$ cat src/rtl/sem_pkg.sv
// Shared types, constants and register codes of the Sobel edge magnitude unit.
`default_nettype none

package sem_pkg;

  localparam int MAX_WIDTH_DEFAULT = 2048;

  localparam int CFG_WIDTH_W  = 12;
  localparam int CFG_HEIGHT_W = 16;
  localparam int CFG_THRESH_W = 8;
  localparam int CFG_DATA_W   = 16;
  localparam int CFG_INDEX_W  = 2;

  localparam int PIXEL_W   = 8;
  localparam int OUT_ROW_W = 16;
  localparam int OUT_COL_W = 11;
  localparam int GRAD_W    = 11;
  localparam int SQ_W      = 20;
  localparam int NORM_W    = 21;

  localparam logic [CFG_WIDTH_W-1:0]  WIDTH_RESET  = 12'd640;
  localparam logic [CFG_HEIGHT_W-1:0] HEIGHT_RESET = 16'd480;
  localparam logic [CFG_THRESH_W-1:0] THRESH_RESET = 8'd70;

  typedef enum logic [CFG_INDEX_W-1:0] {
    CFG_IMAGE_WIDTH    = 2'd0,
    CFG_IMAGE_HEIGHT   = 2'd1,
    CFG_EDGE_THRESHOLD = 2'd2
  } cfg_index_e;

  // One window result handed from the front part to the back part.
  typedef struct packed {
    logic signed [GRAD_W-1:0] sx;
    logic signed [GRAD_W-1:0] sy;
    logic                     border;
    logic [OUT_ROW_W-1:0]     row;
    logic [OUT_COL_W-1:0]     col;
    logic                     frame_end;
  } item_t;

endpackage

`default_nettype wire

$ cat src/rtl/sem_queue.sv
// Two-entry queue that decouples the window front part from the magnitude back part.
`default_nettype none

module sem_queue (
  input  wire logic            clk_i,
  input  wire logic            rst_ni,
  input  wire logic            push_valid_i,
  output logic                 push_ready_o,
  input  wire sem_pkg::item_t  push_item_i,
  output logic                 pop_valid_o,
  input  wire logic            pop_ready_i,
  output sem_pkg::item_t       pop_item_o
);

  sem_pkg::item_t slot_q [2];
  logic           wr_ptr_q, rd_ptr_q;
  logic [1:0]     count_q;
  logic           push, pop;

  assign push_ready_o = (count_q != 2'd2);
  assign pop_valid_o  = (count_q != 2'd0);
  assign pop_item_o   = slot_q[rd_ptr_q];
  assign push         = push_valid_i && push_ready_o;
  assign pop          = pop_valid_o && pop_ready_i;

  always_ff @(posedge clk_i) begin
    if (push) begin
      slot_q[wr_ptr_q] <= push_item_i;
    end
  end

  always_ff @(posedge clk_i or negedge rst_ni) begin
    if (!rst_ni) begin
      wr_ptr_q <= 1'b0;
      rd_ptr_q <= 1'b0;
      count_q  <= 2'd0;
    end else begin
      if (push) begin
        wr_ptr_q <= ~wr_ptr_q;
      end
      if (pop) begin
        rd_ptr_q <= ~rd_ptr_q;
      end
      case ({push, pop})
        2'b10:   count_q <= count_q + 2'd1;
        2'b01:   count_q <= count_q - 2'd1;
        default: count_q <= count_q;
      endcase
    end
  end

endmodule

`default_nettype wire

$ cat config.mk
export PLATFORM = sky130hd
export DESIGN_NAME = sem_queue
export DESIGN_NICKNAME = d
export VERILOG_FILES = /design/src/rtl/sem_pkg.sv /design/src/rtl/sem_queue.sv
export SDC_FILE = /design/constraint.sdc
export NUM_CORES = 1
export LEC_CHECK = 0
export BUFFER_PORTS_ARGS = -buffer_cell sky130_fd_sc_hd__buf_2
export CORE_UTILIZATION = 45
export DETAILED_ROUTE_END_ITERATION = 12
export GPL_ROUTABILITY_DRIVEN = 1
export PLACE_DENSITY = 0.7
export RECOVER_POWER = 50
export SLEW_MARGIN = 20
export SYNTH_ARGS = -nofsm -noshare
export SYNTH_HDL_FRONTEND = slang
export SYNTH_SLANG_ARGS = --single-unit
$ cat constraint.sdc
create_clock -name clk_i -period 6.59 [get_ports clk_i]
set_input_delay 1.318 -clock clk_i [delete_from_list [all_inputs] [get_ports clk_i]]
set_output_delay 1.318 -clock clk_i [all_outputs]
set_load 0.005 [all_outputs]
# Word-level counts from Yosys, hierarchy flattened
# Memories as Yosys holds them, arrays and structs flattened.
# Cells that the tools add are included.
# totals
elab_cells	18
input_bits	55
n_memories	1
reg_bits	4
ramBits	102
output_inout_bits	53
# mem_list
memory	depth	word_bits	read_ports	rd_clocked_by_memory_dff	wr	line	rtl
slot_q	2	51	1	0	1	sem_queue.sv:15	sem_pkg::item_t slot_q [2];
# classes
add_sub_neg	2
n_eq_ne	3
bitwise	2
reduce_logical	4
mux	3
# ops
operator	n
2-bit case mux with 2 select lines	1
2-bit nonzero test	2
2-bit by 1-bit adder with 2-bit output (second input constant)	1
2-bit by 1-bit equality test with 1-bit output (second input constant)	1
2-bit equality test (second input constant)	1
1-bit logical AND	2
1-bit 2-to-1 mux	2
2-bit inequality test (second input constant)	1
1-bit inverter	2
2-bit by 1-bit subtractor with 2-bit output (second input constant)	1

# Logic depth before layout (Yosys ltp)
# depth
ltp_word	4
ltp_mapped	6
mapped_depth_nobuf	6

# Worst setup path before layout
# OpenSTA, ideal clock, no wires.
# synth_timing
path_kind	input-to-reg
start	input push_valid_i
end	memory slot_q[0][0] (netlist name), enable pin
setup_ns	0.460
stages	2
arrival_time_ns	3.552
slack_ns	2.578
n_path_buf	0
required_ns	6.130
path_cell_list	nand2_1 nor2_1
# synth_between
elab_chain_len	3
# synth_lines
element	line	rtl
start, declared	sem_queue.sv:7	input wire logic push_valid_i,
1-bit logical AND	sem_queue.sv:23	assign push = push_valid_i && push_ready_o;
1-bit 2-to-1 mux	sem_queue.sv:27	if (push) begin
1-bit 2-to-1 mux (not written as such)	sem_queue.sv:28	slot_q[wr_ptr_q] <= push_item_i;
end, declared	sem_queue.sv:15	
# Every way passes these cells.

# Worst setup path in the final report
# layout_timing
start	input push_valid_i
end	memory slot_q[0][36] (netlist name), enable pin
# Same word-level chain as after synthesis.

==> flow_metrics.py <==
metrics = {
    "place": {
        "place_hpwl_mm": 3.83,
        "gp_congestion": 0.681,
        "placement.setup.worst_slack_ps": 3650,
        "place.port_buffers": 107,
    },
    "power_and_ir_drop": {
        "clockPowerShare_pct": 19.0,
        "internal_power_summed_over_all_cells_mw": 1.35,
        "power.share.switching_pct": 28.2,
        "power.density_cell_area_mw_per_mm2": 401,
        "switchingPower_uw": 530,
        "seq_power_share_pct": 51.0,
        "power_frac_comb_pct": 30.1,
        "leakage_nw": 1.72,
        "max-vdd-ir-drop_mv": 0.192,
    },
    "cts": {
        "cts_root_buffer": "sky130_fd_sc_hd__clkbuf_8",
        "ctsHtreeMaxLevel": 3,
        "numClockSinks": 106,
        "clock_insertion_delay_worst_skew_ps": 360,
        "cts-buffers-inserted": 9,
        "post-cts-setup-buffer-count": 0,
        "holdBufCountCts": 0,
        "tritoncts": "yes",
        "ctsLongestPathBuffers": 2,
        "cts.reportedPaths.clkPinSlew_ps": 100,
        "cts_resized": 0,
    },
    "routing": {
        "drcViolationCount": 0,
        "initialDrtViolationCount": 50,
        "first_pass_iters": 4,
        "vias_after_detailed_routing": 1926,
        "ant_nets": 0,
        "per_cell_routed_wire_length_um": 14.9,
        "wirelength_mm": 5.99,
        "via_per_inst": 4.79,
    },
    "critical_path": {
        "critical-path-slowest-cell": "sky130_fd_sc_hd__nor2_1",
        "worstSetupPathType": "input port to flip-flop",
        "timing.critical_path.from_type": "input port",
        "critPathMaxStageDelay_ps": 1180,
        "worstPathRequired_ps": 6610,
        "critical_path_arrival_ps": 3270,
        "critical_path.max_fanout": 33,
        "critical_path_sink_type": "flip-flop",
        "crit_path_cell_trace": "buf_2 > nand2_1 > nor2_1 > buf_4",
    },
    "floorplan": {
        "core_mm2": 0.00830,
        "floorplan.die.width_um": 95.3,
        "die_height_um": 95.3,
        "std_cell_rows": 33,
        "initial_core_util_pct": 47.2,
        "io_pins": 108,
        "die_area_mm2": 0.00908,
    },
    "grt": {
        "grt_start_max_net_pins": 53,
        "grt_overflow_total": 0,
        "grt_first_pass_wirelength_mm": 9.30,
        "first_global_vias": 1985,
        "antenna_violations_before_repair": 1,
        "track_usage_pct": 14.3,
    },
    "timing": {
        "fmaxAchievable_mhz": 307,
        "setup_violations": 0,
        "clock-skew-final_ps": 8.94,
        "setup_tns_ps": 0,
        "worst-slew-pin-transition_ps": 1570,
        "slew_headroom_pct": -5.27,
        "maxSlewViolCount": 20,
        "timing.final.ws_setup_ps": 3330,
        "hold_viol": 0,
        "grt_setup_unrepaired": "no",
        "min_period_over_period_pct": 49.4,
        "timing.final.crit_period_ps": 3260,
    },
    "job": {
        "max_cap_viol_count": 1,
    },
    "synthesis": {
        "synthesis.area_mm2": 0.00392,
        "yosysUniqueCellTypes": 14,
        "ys_seq_elements": 106,
        "seq_area_frac_synth_pct": 80.8,
        "syn_nets": 232,
        "post_synth_inst_count": 176,
        "yosysWarningCount": 0,
        "syn_avg_cell_area_um2": 22.2,
    },
    "outcome": {
        "status": "finished, violations left",
        "violated_checks": "max-capacitance violations, max-slew violations",
    },
    "layout": {
        "num-nets-final": 347,
        "layout-drive-gt1-share_pct": 53.4,
        "area.growth.synth_to_final_pct": 19.8,
    },
    "hold_path": {
        "min_path_type": "flip-flop to flip-flop",
    },
}
## power by group through the flow
stage	Clock (mW)	Combinational (mW)	Sequential, mW
5_1_grt	0.395	0.625	0.973
2_1_floorplan	0	0.390	0.972
6_report	0.356	0.565	0.958
3_5_place_dp	0	0.587	0.976
3_3_place_gp	0	0.586	0.968
4_1_cts	0.369	0.590	0.960
## Yosys cell counts
library cell               instances  area share (%)
sky130_fd_sc_hd__dfrtp_1           4             2.6
sky130_fd_sc_hd__or2_1             1            0.16
sky130_fd_sc_hd__and2_4            1            0.22
sky130_fd_sc_hd__nand2b_1          1            0.16
sky130_fd_sc_hd__buf_6             6             1.7
sky130_fd_sc_hd__and3_1            1            0.16
sky130_fd_sc_hd__xor2_1            2            0.45
sky130_fd_sc_hd__xnor2_1           3            0.67
sky130_fd_sc_hd__nand2_1           1           0.096
sky130_fd_sc_hd__mux2_2           47              14
sky130_fd_sc_hd__mux2_4            4             1.5
sky130_fd_sc_hd__ha_1              1            0.32
sky130_fd_sc_hd__nor2_1            2            0.19
sky130_fd_sc_hd__edfxtp_1        102              78
## through the flow
stage / util (%) / power (mW) / std cells / cell area, um^2 / hold WS (ps)
after floorplan: - / 1.36 / 176 / 3920 / 456
after global placement: 54.8 / 1.55 / 385 / 4550 / 481
after detailed placement: 54.8 / 1.56 / 385 / 4550 / 498
after CTS: 56.9 / 1.92 / 401 / 4720 / 512
after global routing: 56.5 / 1.99 / 401 / 4690 / 524
final: 56.5 / 1.88 / 402 / 4690 / 506
## cell families after synthesis
| family | share of synthesized area (%) |
|---|---|
| muxes | 15.1 |
| xor gates and xnor gates | 1.12 |
| and+or+nand+nor | 0.991 |
| DFF | 80.8 |
| adders and majority gates | 0.320 |
| buffers and inverters | 1.73 |
## metal layers
layer / global-route usage, % / up-vias / wire length (um)
met5: 0 / - / 0
met4: 7.95 / 0 / 119
met3: 5.74 / 12 / 548
met2: 24.0 / 74 / 2980
met1: 15.2 / 916 / 2340
li1: - / 924 / -
## final timing paths
kind,from,endpoint,slack [ps],depth (start not counted)
max in group asynchronous,rst_ni,rd_ptr_q,5600,1
worst min register to register,wr_ptr_q,wr_ptr_q,510,1
worst max-delay path,push_valid_i,slot_q[0][36],3330,4
min in group asynchronous,rst_ni,count_q[0],770,1
worst max register to register,count_q[0],slot_q[0][36],3770,4
worst min-delay path,wr_ptr_q,wr_ptr_q,510,1
## registers in the layout, summed over array words and instances, names as in the netlist
signal / flops
count_q: 2
wr_ptr_q: 1
rd_ptr_q: 1
slot_q: 102
## worst max-delay path: cells and delay by family
family                 cells  cell delay [ps]
and+or+nand+nor            2             1270
buffers and inverters      2              660
## final cells by class
| cell class | instances | area (um^2) |
|---|---|---|
| Clock buffer | 9 | 124 |
| Sequential cell | 106 | 3160 |
| Fill cell | 678 | 3610 |
| Tap cell | 105 | 131 |
| Clock inverter | 7 | 51.3 |
| Antenna cell | 1 | 2.50 |
| Timing Repair Buffer | 110 | 533 |
| Multi-Input combinational cell | 64 | 682 |
## cell usage in the layout, fill, tap and decap left out
cell type	Yosys	final
sky130_fd_sc_hd__and2_0	0	1
sky130_fd_sc_hd__and3_1	1	1
sky130_fd_sc_hd__buf_2	0	87
sky130_fd_sc_hd__buf_4	0	3
sky130_fd_sc_hd__clkbuf_1	0	20
sky130_fd_sc_hd__clkbuf_8	0	9
sky130_fd_sc_hd__clkinv_2	0	2
sky130_fd_sc_hd__clkinvlp_4	0	2
sky130_fd_sc_hd__dfrtp_1	4	3
sky130_fd_sc_hd__dfrtp_2	0	1
sky130_fd_sc_hd__diode_2	0	1
sky130_fd_sc_hd__edfxtp_1	102	102
sky130_fd_sc_hd__ha_1	1	1
sky130_fd_sc_hd__inv_6	0	3
sky130_fd_sc_hd__mux2_2	47	47
sky130_fd_sc_hd__mux2_4	4	4
sky130_fd_sc_hd__nand2_1	1	1
sky130_fd_sc_hd__nand2b_1	1	1
sky130_fd_sc_hd__nor2_1	2	2
sky130_fd_sc_hd__or2_1	1	1
sky130_fd_sc_hd__xnor2_1	3	3
sky130_fd_sc_hd__xor2_1	2	2
(Power assumes the default switching activity.)
