$ cat src/rtl/sem_pkg.sv
// Shared types, constants and register codes of the Sobel edge magnitude unit.
`default_nettype none

package sem_pkg;

  localparam int MAX_WIDTH_DEFAULT = 2048;

  localparam int CFG_WIDTH_W  = 12;
  localparam int CFG_HEIGHT_W = 16;
  localparam int CFG_THRESH_W = 8;
  localparam int CFG_DATA_W   = 16;
  localparam int CFG_INDEX_W  = 2;

  localparam int PIXEL_W   = 8;
  localparam int OUT_ROW_W = 16;
  localparam int OUT_COL_W = 11;
  localparam int GRAD_W    = 11;
  localparam int SQ_W      = 20;
  localparam int NORM_W    = 21;

  localparam logic [CFG_WIDTH_W-1:0]  WIDTH_RESET  = 12'd640;
  localparam logic [CFG_HEIGHT_W-1:0] HEIGHT_RESET = 16'd480;
  localparam logic [CFG_THRESH_W-1:0] THRESH_RESET = 8'd70;

  typedef enum logic [CFG_INDEX_W-1:0] {
    CFG_IMAGE_WIDTH    = 2'd0,
    CFG_IMAGE_HEIGHT   = 2'd1,
    CFG_EDGE_THRESHOLD = 2'd2
  } cfg_index_e;

  // One window result handed from the front part to the back part.
  typedef struct packed {
    logic signed [GRAD_W-1:0] sx;
    logic signed [GRAD_W-1:0] sy;
    logic                     border;
    logic [OUT_ROW_W-1:0]     row;
    logic [OUT_COL_W-1:0]     col;
    logic                     frame_end;
  } item_t;

endpackage

`default_nettype wire

$ cat src/rtl/sem_back.sv
// Back part: squared norm, ceiling square root by binary search, threshold, output register.
`default_nettype none

module sem_back (
  input  wire logic                             clk_i,
  input  wire logic                             rst_ni,
  input  wire logic [sem_pkg::CFG_THRESH_W-1:0] cfg_thresh_i,
  input  wire logic                             item_valid_i,
  output logic                                  item_ready_o,
  input  wire sem_pkg::item_t                   item_i,
  output logic                                  edge_valid_o,
  input  wire logic                             edge_ready_i,
  output logic [sem_pkg::PIXEL_W-1:0]           edge_value_o,
  output logic [sem_pkg::OUT_ROW_W-1:0]         out_row_o,
  output logic [sem_pkg::OUT_COL_W-1:0]         out_col_o,
  output logic                                  frame_end_o
);

  localparam int PW = sem_pkg::PIXEL_W;

  typedef enum logic [3:0] {
    B_IDLE = 4'b0001,
    B_SUM  = 4'b0010,
    B_SRCH = 4'b0100,
    B_DONE = 4'b1000
  } back_state_e;

  back_state_e state_q, state_d;

  logic [sem_pkg::SQ_W-1:0]      sq_x_q, sq_y_q;
  logic [sem_pkg::NORM_W-1:0]    norm_q;
  logic [PW-1:0]                 lo_q, hi_q;
  logic [sem_pkg::OUT_ROW_W-1:0] row_q;
  logic [sem_pkg::OUT_COL_W-1:0] col_q;
  logic                          fend_q;
  logic                          out_valid_q;

  logic signed [2*sem_pkg::GRAD_W-1:0] prod_x, prod_y;
  logic [PW:0]     mid_sum;
  logic [PW-1:0]   mid;
  logic [2*PW-1:0] mid_sq;
  logic            mid_ge, out_free;

  assign prod_x  = item_i.sx * item_i.sx;
  assign prod_y  = item_i.sy * item_i.sy;
  assign mid_sum = {1'b0, lo_q} + {1'b0, hi_q};
  assign mid     = mid_sum[PW:1];
  assign mid_sq  = mid * mid;
  assign mid_ge  = sem_pkg::NORM_W'(mid_sq) >= norm_q;

  assign out_free     = !out_valid_q || edge_ready_i;
  assign item_ready_o = (state_q == B_IDLE);
  assign edge_valid_o = out_valid_q;

  always_comb begin
    state_d = state_q;
    case (state_q)
      B_IDLE: begin
        if (item_valid_i) begin
          state_d = B_SUM;
        end
      end
      B_SUM: state_d = B_SRCH;
      B_SRCH: begin
        if (lo_q == hi_q) begin
          state_d = B_DONE;
        end
      end
      B_DONE: begin
        if (out_free) begin
          state_d = B_IDLE;
        end
      end
      default: state_d = B_IDLE;
    endcase
  end

  always_ff @(posedge clk_i) begin
    case (state_q)
      B_IDLE: begin
        // Border pixels search a zero norm, which lands on zero.
        sq_x_q <= item_i.border ? '0 : prod_x[sem_pkg::SQ_W-1:0];
        sq_y_q <= item_i.border ? '0 : prod_y[sem_pkg::SQ_W-1:0];
        row_q  <= item_i.row;
        col_q  <= item_i.col;
        fend_q <= item_i.frame_end;
      end
      B_SUM: begin
        norm_q <= sem_pkg::NORM_W'(sq_x_q) + sem_pkg::NORM_W'(sq_y_q);
        lo_q   <= '0;
        hi_q   <= '1;
      end
      B_SRCH: begin
        if (lo_q != hi_q) begin
          if (mid_ge) begin
            hi_q <= mid;
          end else begin
            lo_q <= mid + PW'(1);
          end
        end
      end
      B_DONE: begin
        if (out_free) begin
          edge_value_o <= (lo_q <= cfg_thresh_i) ? '0 : lo_q;
          out_row_o    <= row_q;
          out_col_o    <= col_q;
          frame_end_o  <= fend_q;
        end
      end
      default: begin
      end
    endcase
  end

  always_ff @(posedge clk_i or negedge rst_ni) begin
    if (!rst_ni) begin
      state_q     <= B_IDLE;
      out_valid_q <= 1'b0;
    end else begin
      state_q <= state_d;
      if (state_q == B_DONE && out_free) begin
        out_valid_q <= 1'b1;
      end else if (edge_ready_i) begin
        out_valid_q <= 1'b0;
      end
    end
  end

endmodule

`default_nettype wire

$ cat config.mk
export PLATFORM = sky130hd
export DESIGN_NAME = sem_back
export DESIGN_NICKNAME = d
export VERILOG_FILES = /design/src/rtl/sem_pkg.sv /design/src/rtl/sem_back.sv
export SDC_FILE = /design/constraint.sdc
export NUM_CORES = 1
export LEC_CHECK = 0
export BUFFER_PORTS_ARGS = -buffer_cell sky130_fd_sc_hd__buf_4
export CORE_MARGIN = 10
export CORE_UTILIZATION = 60
export CTS_BUF_LIST = sky130_fd_sc_hd__clkbuf_2
export CTS_CLUSTER_SIZE = 30
export DETAILED_ROUTE_END_ITERATION = 6
export PLACE_DENSITY = 0.81
export RECOVER_POWER = 25
export SLEW_MARGIN = 20
export SYNTH_ARGS = -nofsm -noshare
export SYNTH_HDL_FRONTEND = slang
export SYNTH_SLANG_ARGS = --single-unit
$ cat constraint.sdc
create_clock -name clk_i -period 19.2 [get_ports clk_i]
set_input_delay 2.88 -clock clk_i [delete_from_list [all_inputs] [get_ports clk_i]]
set_output_delay 2.88 -clock clk_i [all_outputs]
set_load 0.03 [all_outputs]
Word-level counts from Yosys, hierarchy flattened
Cells that the tools add are included.
{"block": "op_classes", "n_addsub": 3, "mul": 3, "n_lt_le_gt_ge": 2, "n_eq_ne": 12, "n_mux": 12, "n_reduce_logical": 9}
{"cell": "$mul 11x11->20", "count": 2}
{"cell": "$mux 8", "count": 4}
{"cell": "$pmux 8 s2", "count": 2}
{"cell": "$add 20x20->21", "count": 1}
{"cell": "$ge 16x21->1", "count": 1}
{"cell": "$mul 8x8->16", "count": 1}
{"cell": "$pmux 4 s4", "count": 1}
{"cell": "$mux 4", "count": 3}
{"cell": "$ne 2x2->1 const B", "count": 6}
{"cell": "$add 8x8->9", "count": 1}
{"cell": "$reduce_and 3->1", "count": 3}
{"cell": "$add 8x1->8 const B", "count": 1}
{"cell": "$eq 8x8->1", "count": 1}
{"cell": "$le 8x8->1", "count": 1}
{"cell": "$ne 8x8->1", "count": 1}
{"cell": "$eq 4x1->1 const B", "count": 1}
{"cell": "$eq 4x2->1 const B", "count": 1}
{"cell": "$eq 4x3->1 const B", "count": 1}
{"cell": "$eq 4x4->1 const B", "count": 1}
{"cell": "$reduce_bool 2->1", "count": 2}
{"cell": "$mux 1", "count": 2}
{"cell": "$reduce_and 2->1", "count": 1}
{"cell": "$logic_and 1x1->1", "count": 1}
{"cell": "$logic_not 1->1", "count": 1}
{"cell": "$logic_or 1x1->1", "count": 1}
{"block": "totals", "reg_bits": 146, "wordCells": 55}

Depth between registers and ports, before layout
Gate-level depths: netlist (run 1).
{"block": "depth", "depth_word": 6, "depth_mapped": 29, "ltp_nobuf": 29}

Worst setup path before layout (run 1)
No wires, ideal clock.
{"block": "synth_path", "kind": "input-to-reg", "startpoint": "input item_i[39] (netlist bit)", "endpoint": "register sq_y_q[19] (netlist bit) (data pin)", "t_arrival_ns": 7.311, "path_slack_ns": 11.624, "cell_stages": 17, "n_path_buf": 1, "path_cell_list": "clkbuf_1 > and2_1 > fa_1 > inv_1 > fa_1 > inv_1 > fa_1 > fa_1 > fa_1 > ha_1 > a21o_1 > a21oi_1 > o21ai_1 > a2111o_1 > o21ai_1 > xnor2_1 > nor2_1"}
{"block": "synth_between", "elab_chain_len": 1}
{"element": "start: declaration", "line_no": "sem_back.sv:10", "text": "input wire sem_pkg::item_t item_i,"}
{"element": "$mul 11x11->20", "line_no": "sem_back.sv:45", "text": "assign prod_y = item_i.sy * item_i.sy;"}
{"element": "end signal: assignment", "line_no": "sem_back.sv:83", "text": "sq_y_q <= item_i.border ? '0 : prod_y[sem_pkg::SQ_W-1:0];"}
{"element": "end: declaration", "line_no": "sem_back.sv:30", "text": "logic [sem_pkg::SQ_W-1:0] sq_x_q, sq_y_q;"}
Every way passes these cells.
A chain may end at the register's enable or synchronous reset.

Worst setup path in the final report (run 1)
{"block": "layout_path", "startpoint": "register lo_q[0]", "endpoint": "register lo_q[3], enable pin"}
{"block": "layout_between", "elab_chain_len": 5, "elab_cells_between_ends": 7}
{"element": "start: declaration", "line_no": "sem_back.sv:32", "text": "logic [PW-1:0] lo_q, hi_q;"}
{"element": "start signal: assignment", "line_no": "sem_back.sv:98", "text": "lo_q <= mid + PW'(1);"}
{"element": "$add 8x8->9", "line_no": "sem_back.sv:46", "text": "assign mid_sum = {1'b0, lo_q} + {1'b0, hi_q};"}
{"element": "$mul 8x8->16", "line_no": "sem_back.sv:48", "text": "assign mid_sq = mid * mid;"}
{"element": "$ge 16x21->1", "line_no": "sem_back.sv:49", "text": "assign mid_ge = sem_pkg::NORM_W'(mid_sq) >= norm_q;"}
{"element": "$ne 2x2->1 (no line)"}
{"element": "$reduce_and 3->1 (no line) *"}
Mark *: on every way between the ends. The rest lies on a longest branch, timed or not.

==> metrics.yaml, run 1 <==
clk_pin_slew_ps: 260
async_reset_ff_share_pct: 3.47
grt_pass1_wl_um: 51100
fin_nets: 1990
hold_viol_final: 0
hold_depth: 0
numPlacedInstances: 1861
synthTopCellsByCount: "inv_1, fa_1, ha_1"
critPathKind: "flop to flop"
max_stage_delay_ps: 810
slew_viol_final: 68
die_y_um: 181
drv_cap: 1
synth_warnings: 0
cts_tree: "done"
synth_fp_nets: 1899
syn-cell-area_um2: 15600
crit_path_start_kind: "flop"
place.gp.congestion: 0.856
worst-path-max-fanout: 11
worst_slew_pin_slew_ps: 3630
clockBufferDepth: 2
cts_setup_buffers: 0
critPathArrivalTime_ps: 8630
hpwl_um: 24300
finalCriticalPeriod_ps: 8280
reg2reg_depth: 26
synth_most_common_cell: "inv_1"
status: "complete, but fails checks"
area_growth_pct: 8.16
ys_seq_elements: 144
synth.largest_area_cell: "fa_1"
antennaDiodeCount: 0
crit_buf_inv: 2
dominantRegCellSynth: "edfxtp_1"
drtPass1Iterations: 5
grt_max_degree: 68
endpoint_kind: "flop"
die_area_um2: 32900
worstSkewPairLatency_ps: 700
fmax_mhz: 121
n_fill_cell: 1933
cts_inserted_buffers: 17
floorplan.initialDensity_pct: 61.5
ys_seq_area_share_pct: 27.5
syn-instance-count: 1459
drt-vias-per-instance: 5.46
violations: "max-capacitance violations, max-slew violations"
cts_sinks: 144
coreArea_um2: 25400
synth_edf_count: 139
finClkSkew_ps: 40.3
placed_cell_area_um2: 16700
setup_viol: 0
slew_headroom_pct: -142
cts_htree_levels: 4
cp_slowest_cell: "a21oi_1"
ys_types: 69
ios: 101
overflow: 0
fin_tns_setup_ps: 0
ctsResizeCount: 0
rsz0062_at_grt: "no"
totalWireLength_um: 29300
hold_buffers: 0
hold_path_class: "flop to flop"
chipWidth_um: 181
port_buffers: 100
crit_top_cell: "fa_1"
post-route-drc-count: 0
crit_family: "adder cells"
fin_area_um2: 16900
grt_pass1_vias: 11400
ant_nets: 0
antenna_found_initial: 0
seq_area_um2: 4300
rows: 58
path_depth: 26
cp.required_ps: 19550
grt_use_total_pct: 18.4
avgRoutedWirePerCell_um: 15.5
vias: 10300
avgSynthCellArea_um2: 10.7
drt_iter0_drc: 584
final_cells: 1893
min_period_over_period_pct: 43.1
synth_area_leaders: "fa_1, edfxtp_1, ha_1"
root_buffer: "clkbuf_2"
synth_top_area_share_pct: 27.8
multiInputGateArea_um2: 10100
drive_above_1_share_pct: 9.72
[registers in the layout (all words and copies together) (netlist names)]
name / cells
norm_q: 21
col_q: 11
edge_valid_o: 1
sq_y_q: 19
hi_q: 8
state_q: 4
lo_q: 8
row_q: 16
frame_end_o: 1
out_row_o: 16
out_col_o: 11
fend_q: 1
sq_x_q: 19
edge_value_o: 8
[cell usage in the layout (no fill, tap or decap), drive strengths merged, types with 5 or more instances in the layout]
| master | count |
|---|---|
| nor3 | 14 |
| a211oi | 6 |
| a21oi | 38 |
| edfxtp | 139 |
| or4 | 6 |
| ha | 160 |
| o21bai | 7 |
| nand3 | 11 |
| a21o | 16 |
| and2 | 87 |
| nand2 | 66 |
| buf | 99 |
| fa | 217 |
| nor2 | 95 |
| o21a | 13 |
| and3 | 6 |
| or3 | 5 |
| nor2b | 30 |
| clkbuf | 21 |
| inv | 311 |
| xnor2 | 57 |
| xor2 | 30 |
| nand2b | 19 |
| o21ai | 41 |
[stage by stage]
stage	setup slack (ps)	utilization (%)	hold slack, ps
finish	10920	66.5	425
global route	10490	66.5	414
CTS	10960	66.6	434
detailed placement	11010	65.7	405
global placement	11330	65.7	400
floorplan	11620	-	400
[kinds of logic (layout without fill, tap and decap cells)]
kind of cell	after synthesis	count (layout)	share of synthesized area, %
XOR/XNOR	87	87	5.03
buffers and inverters	332	436	7.98
AND/OR/NAND/NOR	358	358	11.8
AO/OA/AOI/OAI	158	158	6.80
multiplexers	3	3	0.200
flip-flops	144	144	27.5
adder cells (fa/ha/maj)	377	377	40.7
[area by class of cell]
cell class	count	area share, %
clock buffers	18	0.534
clock inverters	14	0.823
inverters	302	6.71
multi-input cells	983	59.5
flip-flops and latches	144	25.5
well taps	330	2.45
repair buffers	102	4.47
[routing by layer]
metal / track usage [%] / vias up / share of wire, %
li1: - / 4860 / -
met1: 20.6 / 5193 / 39
met2: 35.5 / 224 / 55
met3: 2.84 / 56 / 3.8
met4: 4.56 / 0 / 1.9
met5: 0 / - / 0
[final timing paths]
check	startpoint	to	slack, ps
setup / recovery	lo_q[0]	lo_q[3]	10920
hold / removal	col_q[6]	out_col_o[6]	420
setup reg to reg	lo_q[0]	lo_q[3]	10920
hold reg to reg	col_q[6]	out_col_o[6]	420
max in group asynchronous	rst_ni	state_q[0]	16870
min in group asynchronous	rst_ni	edge_valid_o	2030
Power of run 1 is left out: the tool's default activity adds up to more than one toggle a clock period on the data nets, which glitch-free logic cannot reach.
==> run 2, diff against run 1 <==
--- a/config.mk
+++ b/config.mk
@@ -5,6 +5,7 @@
 export SDC_FILE = /design/constraint.sdc
 export NUM_CORES = 1
 export LEC_CHECK = 0
+export ABC_AREA = 1
 export BUFFER_PORTS_ARGS = -buffer_cell sky130_fd_sc_hd__buf_4
 export CORE_MARGIN = 10
 export CORE_UTILIZATION = 60
==> constraint.sdc (replaced) <==
create_clock -name clk_i -period 8.4 [get_ports clk_i]
set_input_delay 1.26 -clock clk_i [delete_from_list [all_inputs] [get_ports clk_i]]
set_output_delay 1.26 -clock clk_i [all_outputs]
set_load 0.03 [all_outputs]
==> run 2 against run 1 <==
  * Via count increased by 18%
  * Routed wire length grew 16%
  * Highest routed layer unchanged
  * Utilization decreased by 0.54 points
  * Critical endpoint is now lo_q[0]
  * Sequential cell count unchanged
  * The run now ends clean
  * First-iteration DRC count grew 49%
  * Non-clock buffer count decreased by 1
  * Area after synthesis up 5.8%
==> metrics.yaml, run 2 <==
grt_pass1_wl_um: 59000
synth.largest_area_cell: "fa_1"
top_regs: "norm_q x21, sq_x_q x19, sq_y_q x19"
clockBufferDepth: 2
cts_htree_levels: 4
cts_inserted_buffers: 17
async_reset_ff_share_pct: 3.47
syn-instance-count: 1853
worstSkewPairLatency_ps: 730
port_buffers: 100
clk_pin_slew_ps: 250
totalWireLength_um: 33900
grt_pass1_vias: 12900
rsz0062_at_grt: "no"
cts_sinks: 144
min_period_over_period_pct: 84.4
avgRoutedWirePerCell_um: 14.7
cts_tree: "done"
synth_most_common_cell: "inv_1"
synth_warnings: 0
post-route-drc-count: 0
synth_area_leaders: "fa_1, edfxtp_1, ha_1"
area_growth_pct: 7.92
r2r_slack_ps: 1310
ys_seq_area_share_pct: 26.0
setup_viol: 0
final_core_util_pct: 65.9
hpwl_um: 28600
regMostFlops: "norm_q"
drv_cap: 0
r2r-end: "lo_q[0]"
endpoint: "lo_q[0]"
hold_path_class: "primary input to asynchronous set/reset pin"
synth_edf_count: 139
die_y_um: 186
coreArea_um2: 27000
fin_area_um2: 17800
drtPass1Iterations: 6
largest_register_ffs: 21
final_common_cell: "inv_1"
worst-path-max-fanout: 10
die_area_um2: 34600
cts_setup_buffers: 0
ys_types: 41
hold_viol_final: 0
synth_top_area_share_pct: 26.3
rows: 60
endpoint_kind: "flop"
rr_startpoint: "lo_q[4]"
synth_fp_nets: 2293
placed_cell_area_um2: 17600
root_buffer: "clkbuf_2"
status: "finished, final reports clean"
finalCriticalPeriod_ps: 7090
synthTopCellsByCount: "inv_1, nand2_1, fa_1"
critPathKind: "flop to flop"
overflow: 0
drive_above_1_share_pct: 7.92
crit_path_start_kind: "flop"
antenna_found_initial: 1
crit_path_start: "lo_q[4]"
max_stage_delay_ps: 630
reg2reg_depth: 28
place.gp.congestion: 0.904
syn-cell-area_um2: 16500
floorplan.initialDensity_pct: 61.1
grt_max_degree: 68
chipWidth_um: 186
cp_slowest_cell: "a21oi_1"
drt_iter0_drc: 873
fmax_mhz: 141
hold_buffers: 0
drt-vias-per-instance: 5.32
slew_headroom_pct: 36.3
ios: 101
critPathArrivalTime_ps: 7480
worst_slew_pin_slew_ps: 953
fin_tns_setup_ps: 0
final_cell_mix: "inv_1, nand2_1, fa_1"
dominantRegCellSynth: "edfxtp_1"
finClkSkew_ps: 42.3
vias: 12200
avgSynthCellArea_um2: 8.91
cp.required_ps: 8790
grt_use_total_pct: 20.9
whs_ps: 325
fin_nets: 2383
ys_seq_elements: 144
ctsResizeCount: 0
slew_viol_final: 0
ant_nets: 0
## run 2: how the worst min path moves through the flow
stage	to	depth (start not counted)
after floorplan	frame_end_o	0
after global placement	out_row_o[0]	0
after detailed placement	out_col_o[8]	0
after CTS	state_q[1]	1
after global routing	state_q[2]	1
final	state_q[1]	1
## run 2: through the flow
stage / instances / worst slack [ps]
floorplan: 1853 / 1470
global placement: 2265 / 1550
detailed placement: 2265 / 1440
CTS: 2297 / 1390
global route: 2298 / 822
finish: 2298 / 1310
## run 2: critical path, delay by kind of cell (launching register included)
kind                     cells  cell delay, ps
AO/OA/AOI/OAI                5            1300
XOR/XNOR                     1             140
adder cells (fa/ha/maj)      7            3280
buffers and inverters        4             280
flip-flops                   1             470
AND/OR/NAND/NOR             11            1280
## run 2: final cells by class
class	count	area, um^2
multi-input cells	1199	10300
fillers	2209	9210
flip-flops and latches	144	4300
inverters	480	1800
repair buffers	101	736
well taps	341	427
clock inverters	15	173
clock buffers	17	85.1
diodes	1	2.50
## run 2: layer usage
layer	track usage [%]	share of wire, %	vias to the layer above
met5	0	0	-
met4	5.97	1.9	0
met3	2.98	5.3	58
met2	37.2	51	343
met1	25.9	42	5916
li1	-	-	5907
## run 2: cell families after synthesis
family                     synth area share, %
xor gates and xnor gates                  3.02
DFF                                       26.0
AOI/OAI and AO/OA                         6.20
and+or+nand+nor                           14.6
adders and majority gates                 38.4
buffers and inverters                     11.7
Power of run 2 is left out for the same reason.
